===== src/sols_pkg.sv =====
`timescale 1ns / 1ps
package sols_pkg;

	localparam int MAX_PATTERN = 32;
	localparam int LEN_W = $clog2(MAX_PATTERN + 1);
	localparam int IDX_W = (MAX_PATTERN > 1) ? $clog2(MAX_PATTERN) : 1;
	localparam int BYTE_W = 8;
	localparam int POS_W = 16;

	typedef logic [MAX_PATTERN-1:0] vec_t;
	typedef logic [MAX_PATTERN-1:0][BYTE_W-1:0] pat_t;
	typedef logic [LEN_W-1:0] len_t;

	typedef enum logic {
		CMD_PATTERN = 1'b0,
		CMD_TEXT    = 1'b1
	} cmd_t;

	typedef enum logic [1:0] {
		ERR_NONE     = 2'd0,
		ERR_EMPTY    = 2'd1,
		ERR_OVERFLOW = 2'd2
	} err_t;

	// outcome of one shift-or step
	typedef struct packed {
		logic hit;
		vec_t vec;
	} scan_t;

endpackage


===== src/sols_match.sv =====
`timescale 1ns / 1ps
module sols_match import sols_pkg::*; (
	input  pat_t              pat,
	input  len_t              pattern_length,
	input  vec_t              vec_in,
	input  logic [BYTE_W-1:0] text_byte,
	output scan_t             scan
);

	vec_t cmp;
	vec_t vec;
	len_t len_m1;

	// pat[k] holds pattern byte (len-1-k), newest byte at index 0
	always_comb begin
		cmp = '1;
		for (int k = 0; k < MAX_PATTERN; k++) begin
			if ((LEN_W'(k) < pattern_length) && (pat[k] == text_byte)) begin
				cmp[k] = 1'b0;
			end
		end
		vec = (vec_in << 1) | cmp;
		len_m1 = pattern_length - len_t'(1);
		scan.vec = vec;
		scan.hit = !vec[len_m1[IDX_W-1:0]];
	end

endmodule


===== src/shift_or_last_occurrence_search_unit.sv =====
`timescale 1ns / 1ps
// Last-occurrence search by shift-or. Load the pattern one beat per byte with
// cmd 0 (start_req on its first byte), then feed the text last byte first with
// cmd 1 (start_req on the first text beat). Every accepted beat gives one
// result beat: found, the zero-based start of the last occurrence (0 until
// found), and an error code. The block takes one beat per cycle while results
// are taken; a beat is held in the input register, where the parallel compare
// against all stored pattern bytes and the shift-or update run, and then sits
// in the output register until taken.
module shift_or_last_occurrence_search_unit import sols_pkg::*; (
	input  logic              clk,
	input  logic              arst_n,
	input  logic              in_valid,
	output logic              in_ready,
	input  logic              cmd,
	input  logic [BYTE_W-1:0] byte_value,
	input  logic [POS_W-1:0]  position,
	input  logic              start_req,
	output logic              out_valid,
	input  logic              out_ready,
	output logic              found,
	output logic [POS_W-1:0]  match_position,
	output logic [1:0]        error
);

	logic              valid_s1;
	cmd_t              cmd_s1;
	logic [BYTE_W-1:0] byte_s1;
	logic [POS_W-1:0]  pos_s1;
	logic              start_s1;

	pat_t             pat_q;
	len_t             len_q;
	logic             ovf_q;
	vec_t             vec_q;
	logic             found_q;
	logic [POS_W-1:0] fpos_q;

	len_t             len_n;
	len_t             base_len;
	logic             ovf_n;
	vec_t             vec_n;
	logic             found_n;
	logic [POS_W-1:0] fpos_n;
	logic             shift_en;
	err_t             err_n;
	vec_t             vec_base;
	logic             found_base;
	scan_t            scan;
	logic             advance;

	assign advance  = valid_s1 && (!out_valid || out_ready);
	assign in_ready = !valid_s1 || advance;

	always_ff @(posedge clk or negedge arst_n) begin
		if (!arst_n) begin
			valid_s1 <= 1'b0;
		end else if (in_ready) begin
			valid_s1 <= in_valid;
		end
	end

	always_ff @(posedge clk) begin
		if (in_valid && in_ready) begin
			cmd_s1   <= cmd_t'(cmd);
			byte_s1  <= byte_value;
			pos_s1   <= position;
			start_s1 <= start_req;
		end
	end

	// a text start clears the scan before the byte is searched
	assign vec_base   = start_s1 ? '1 : vec_q;
	assign found_base = start_s1 ? 1'b0 : found_q;

	sols_match u_match (
		.pat            (pat_q),
		.pattern_length (len_q),
		.vec_in         (vec_base),
		.text_byte      (byte_s1),
		.scan           (scan)
	);

	always_comb begin
		len_n    = len_q;
		ovf_n    = ovf_q;
		vec_n    = vec_q;
		found_n  = found_q;
		fpos_n   = fpos_q;
		shift_en = 1'b0;
		err_n    = ERR_NONE;
		base_len = start_s1 ? '0 : len_q;
		case (cmd_s1)
			CMD_PATTERN: begin
				if (start_s1) begin
					ovf_n   = 1'b0;
					vec_n   = '1;
					found_n = 1'b0;
					fpos_n  = '0;
				end
				if (base_len < LEN_W'(MAX_PATTERN)) begin
					shift_en = 1'b1;
					len_n    = base_len + len_t'(1);
				end else begin
					ovf_n = 1'b1;
				end
			end
			CMD_TEXT: begin
				vec_n   = vec_base;
				found_n = found_base;
				if (start_s1) begin
					fpos_n = '0;
				end
				if (len_q == '0) begin
					err_n = ERR_EMPTY;
				end else if (!ovf_q && !found_base) begin
					vec_n = scan.vec;
					if (scan.hit) begin
						found_n = 1'b1;
						fpos_n  = pos_s1;
					end
				end
			end
			default: begin
				err_n = ERR_NONE;
			end
		endcase
		if (ovf_n) begin
			err_n = ERR_OVERFLOW;
		end
	end

	always_ff @(posedge clk or negedge arst_n) begin
		if (!arst_n) begin
			len_q   <= '0;
			ovf_q   <= 1'b0;
			vec_q   <= '1;
			found_q <= 1'b0;
			fpos_q  <= '0;
		end else if (advance) begin
			len_q   <= len_n;
			ovf_q   <= ovf_n;
			vec_q   <= vec_n;
			found_q <= found_n;
			fpos_q  <= fpos_n;
		end
	end

	// pattern store is a shift line, newest byte at the bottom
	always_ff @(posedge clk) begin
		if (advance && shift_en) begin
			pat_q[0] <= byte_s1;
			for (int k = 1; k < MAX_PATTERN; k++) begin
				pat_q[k] <= pat_q[k-1];
			end
		end
	end

	always_ff @(posedge clk or negedge arst_n) begin
		if (!arst_n) begin
			out_valid <= 1'b0;
		end else if (advance) begin
			out_valid <= 1'b1;
		end else if (out_ready) begin
			out_valid <= 1'b0;
		end
	end

	always_ff @(posedge clk) begin
		if (advance) begin
			found          <= found_n;
			match_position <= fpos_n;
			error          <= err_n;
		end
	end

endmodule


===== config.mk =====
export PLATFORM = sky130hd
export DESIGN_NAME = shift_or_last_occurrence_search_unit
export DESIGN_NICKNAME = d
export VERILOG_FILES = /design/src/sols_pkg.sv /design/src/sols_match.sv /design/src/shift_or_last_occurrence_search_unit.sv
export SDC_FILE = /design/constraint.sdc
export NUM_CORES = 1
export LEC_CHECK = 0
export ABC_CLOCK_PERIOD_IN_PS = 9000
export BUFFER_PORTS_ARGS = -buffer_cell sky130_fd_sc_hd__buf_4
export CORE_ASPECT_RATIO = 1.75
export CORE_MARGIN = 2
export CORE_UTILIZATION = 40
export CTS_CLUSTER_DIAMETER = 120
export CTS_CLUSTER_SIZE = 30
export DETAILED_ROUTE_END_ITERATION = 8
export PLACE_DENSITY = 0.54
export SETUP_SLACK_MARGIN = 0.3
export SYNTH_ARGS = -nofsm -noshare
export SYNTH_HDL_FRONTEND = slang
export SYNTH_HIERARCHICAL = 1
export SYNTH_SLANG_ARGS = --single-unit

===== constraint.sdc =====
create_clock -name clk -period 9 [get_ports clk]
set_input_delay 0.45 -clock clk [delete_from_list [all_inputs] [get_ports clk]]
set_output_delay 0.45 -clock clk [all_outputs]
set_load 0.005 [all_outputs]

==> results.py <==
metrics = {
    "global_route": {
        "first_global_vias": 9171,
        "grt_usage_pct": 17.3,
        "antenna_found_initial": 0,
        "grt_first_pass_wirelength_um": 54200,
        "grt_max_degree": 143,
        "overflow": 0,
    },
    "pwr": {
        "ir_drop_mv": 0.175,
        "leakagePower_nw": 5.52,
        "power_w": 0.00333,
        "p_per_area_nw_per_um2": 197,
    },
    "worst_setup_path": {
        "start_kind": "flip-flop",
        "cp_cell_sequence": "inv_1, ha_1, xnor2_1, nand4_1, o2111ai_1, o41ai_1, or4_1, a21oi_1, a31o_1, and2_1, o21ai_1",
        "crit_path_end_kind": "flip-flop",
        "worstPathRequired_ns": 9.25,
        "slowest_delay_ns": 0.92,
        "cp_slowest_cell": "xnor2_1",
        "crit_type": "flip-flop to flip-flop",
        "worstPathMaxFanout": 21,
        "arrival_ns": 5.62,
    },
    "cts": {
        "hold_buffers": 0,
        "clock-root-buffer": "clkbuf_16",
        "cts_setup_buffers": 0,
        "cts_tree": "built",
        "insertion_delay_ns": 0.52,
        "cts_resized": 0,
        "cts_sinks": 358,
        "clock_path_buffers": 3,
        "clk_pin_slew_ns": 0.12,
        "cts-buffers-inserted": 15,
        "cts-htree-levels": 1,
    },
    "logic_synthesis": {
        "yosysWarnings": 6,
        "synth_cells": 1084,
        "avgSynthCellArea_um2": 14.6,
        "synthesis.area_um2": 15800,
        "synth_fp_nets": 1119,
    },
    "flow_run": {
        "max-cap-violations": 0,
    },
    "timing": {
        "rsz0062_at_grt": "false",
        "fmax_mhz": 186,
        "finalCriticalPeriod_ns": 5.37,
        "finalClockSkew_ns": 0.0171,
        "period_share_pct": 59.7,
        "setup_tns_ns": 0,
        "whs_ns": -0.00906,
        "slew_headroom_pct": 22.0,
        "setup_viol": 0,
        "worstMarginPinSlew_ns": 1.17,
        "slew_viol_final": 0,
        "hold_viol": 2,
    },
    "cells_and_area": {
        "drive_above_1_share_pct": 14.2,
        "fillerInstances": 3569,
        "syn_to_final_growth_pct": 6.82,
        "nets": 1137,
        "n_antenna_cell": 0,
    },
    "die": {
        "rows": 96,
        "die_y_um": 267,
        "design.core.area_um2": 39200,
        "dieArea_um2": 41200,
        "chipWidth_um": 154,
        "io-pin-count": 51,
        "start_util_pct": 40.4,
    },
    "placed_design": {
        "dp.final_hpwl_um": 23300,
        "gp_congestion": 0.839,
        "io_buffers": 50,
    },
    "detailed_routing": {
        "drt-initial-drc-count": 519,
        "drtAntennaViolNets": 0,
        "wl_um": 35900,
        "dr_total_vias": 8738,
        "vias_per_cell": 5.46,
        "dr.pass1.iters": 4,
        "avgRoutedWirePerCell_um": 22.4,
        "drcViolationCount": 0,
    },
    "run_status": {
        "violations": "negative hold slack",
        "status": "finished, violations left",
    },
    "hold_path": {
        "hold_class": "input pin to async pin",
    },
}
[per-layer routing]
metal / track usage, % / vias to the layer above / wire length [um]
met1: 20.7 / 4531 / 14100
met5: 0 / - / 0
met4: 6.81 / 0 / 1280
li1: - / 3993 / -
met2: 32.0 / 157 / 19400
met3: 1.67 / 57 / 1080
[layout by cell type (no fill, tap or decap), types with 20 or more instances in the layout]
cell      instances
buf_4            64
dfrtp_1          26
dfstp_2          31
edfxtp_1        301
nand2_1          36
nand3_1          37
nand4_1          34
nor2_1           20
nor3_1           21
nor4_1           35
o22a_1           31
or2_2            31
xnor2_1          83
xor2_1          176
[state kept, by name, indices dropped and copies added (netlist names)]
name            cells
valid_s1            1
cmd_s1              1
match_position     16
byte_s1             8
len_q               6
pos_s1             16
vec_q              31
found_q             1
error               2
start_s1            1
ovf_q               1
out_valid           1
fpos_q             16
pat_q             256
found               1
[area by class of cell]
cell class / count / area (um^2) / area share, %
tap: 490 / 613 / 3.63
timing repair buffer: 65 / 500 / 2.96
clock buffer: 24 / 419 / 2.48
sequential: 358 / 10500 / 62.2
inverter: 12 / 52.6 / 0.311
multi-input combinational: 650 / 4800 / 28.4
[path summary, 6_finish.rpt]
kind | start | slack (ns) | endpoint | cells after the start
hold / removal | arst_n | -0.009 | out_valid$_DFFE_PN0P_ | 1
hold reg to reg | pat_q[67]$_DFFE_PP_ | 0.47 | pat_q[75]$_DFFE_PP_ | 0
max in group asynchronous | arst_n | 8.47 | fpos_q[5]$_DFFE_PN0P_ | 1
setup reg to reg | len_q[0]$_DFFE_PN0P_ | 3.63 | match_position[13]$_DFFE_PP_ | 11
min in group clk | position[15] | 0.10 | pos_s1[15]$_DFFE_PP_ | 1
setup / recovery | len_q[0]$_DFFE_PN0P_ | 3.63 | match_position[13]$_DFFE_PP_ | 11
[power breakdown]
group,switching [W],internal [W]
combinational,0.000315,0.000182
sequential,0.0000853,0.00193
clock,0.000494,0.000327
total,0.000894,0.00244
[critical path, delay by kind of cell (launching register included)]
kind	cells	cell delay, ns
AOI/OAI and AO/OA	5	1.25
buffers and inverters	1	0.31
and+or+nand+nor	3	1.41
xor gates and xnor gates	1	0.92
adders and majority gates	1	0.38
DFF	1	0.81
[through the flow]
| stage | util, % | area (um^2) | setup slack [ns] | cells |
|---|---|---|---|---|
| CTS | 43.1 | 16900 | 3.73 | 1599 |
| global route | 43.1 | 16900 | 3.29 | 1599 |
| detailed placement | 42.1 | 16500 | 3.76 | 1575 |
| finish | 43.1 | 16900 | 3.63 | 1599 |
| global placement | 42.1 | 16500 | 3.88 | 1575 |
| floorplan | - | 15800 | 2.37 | 1084 |
Note: power is estimated with default switching activity, not from simulation.
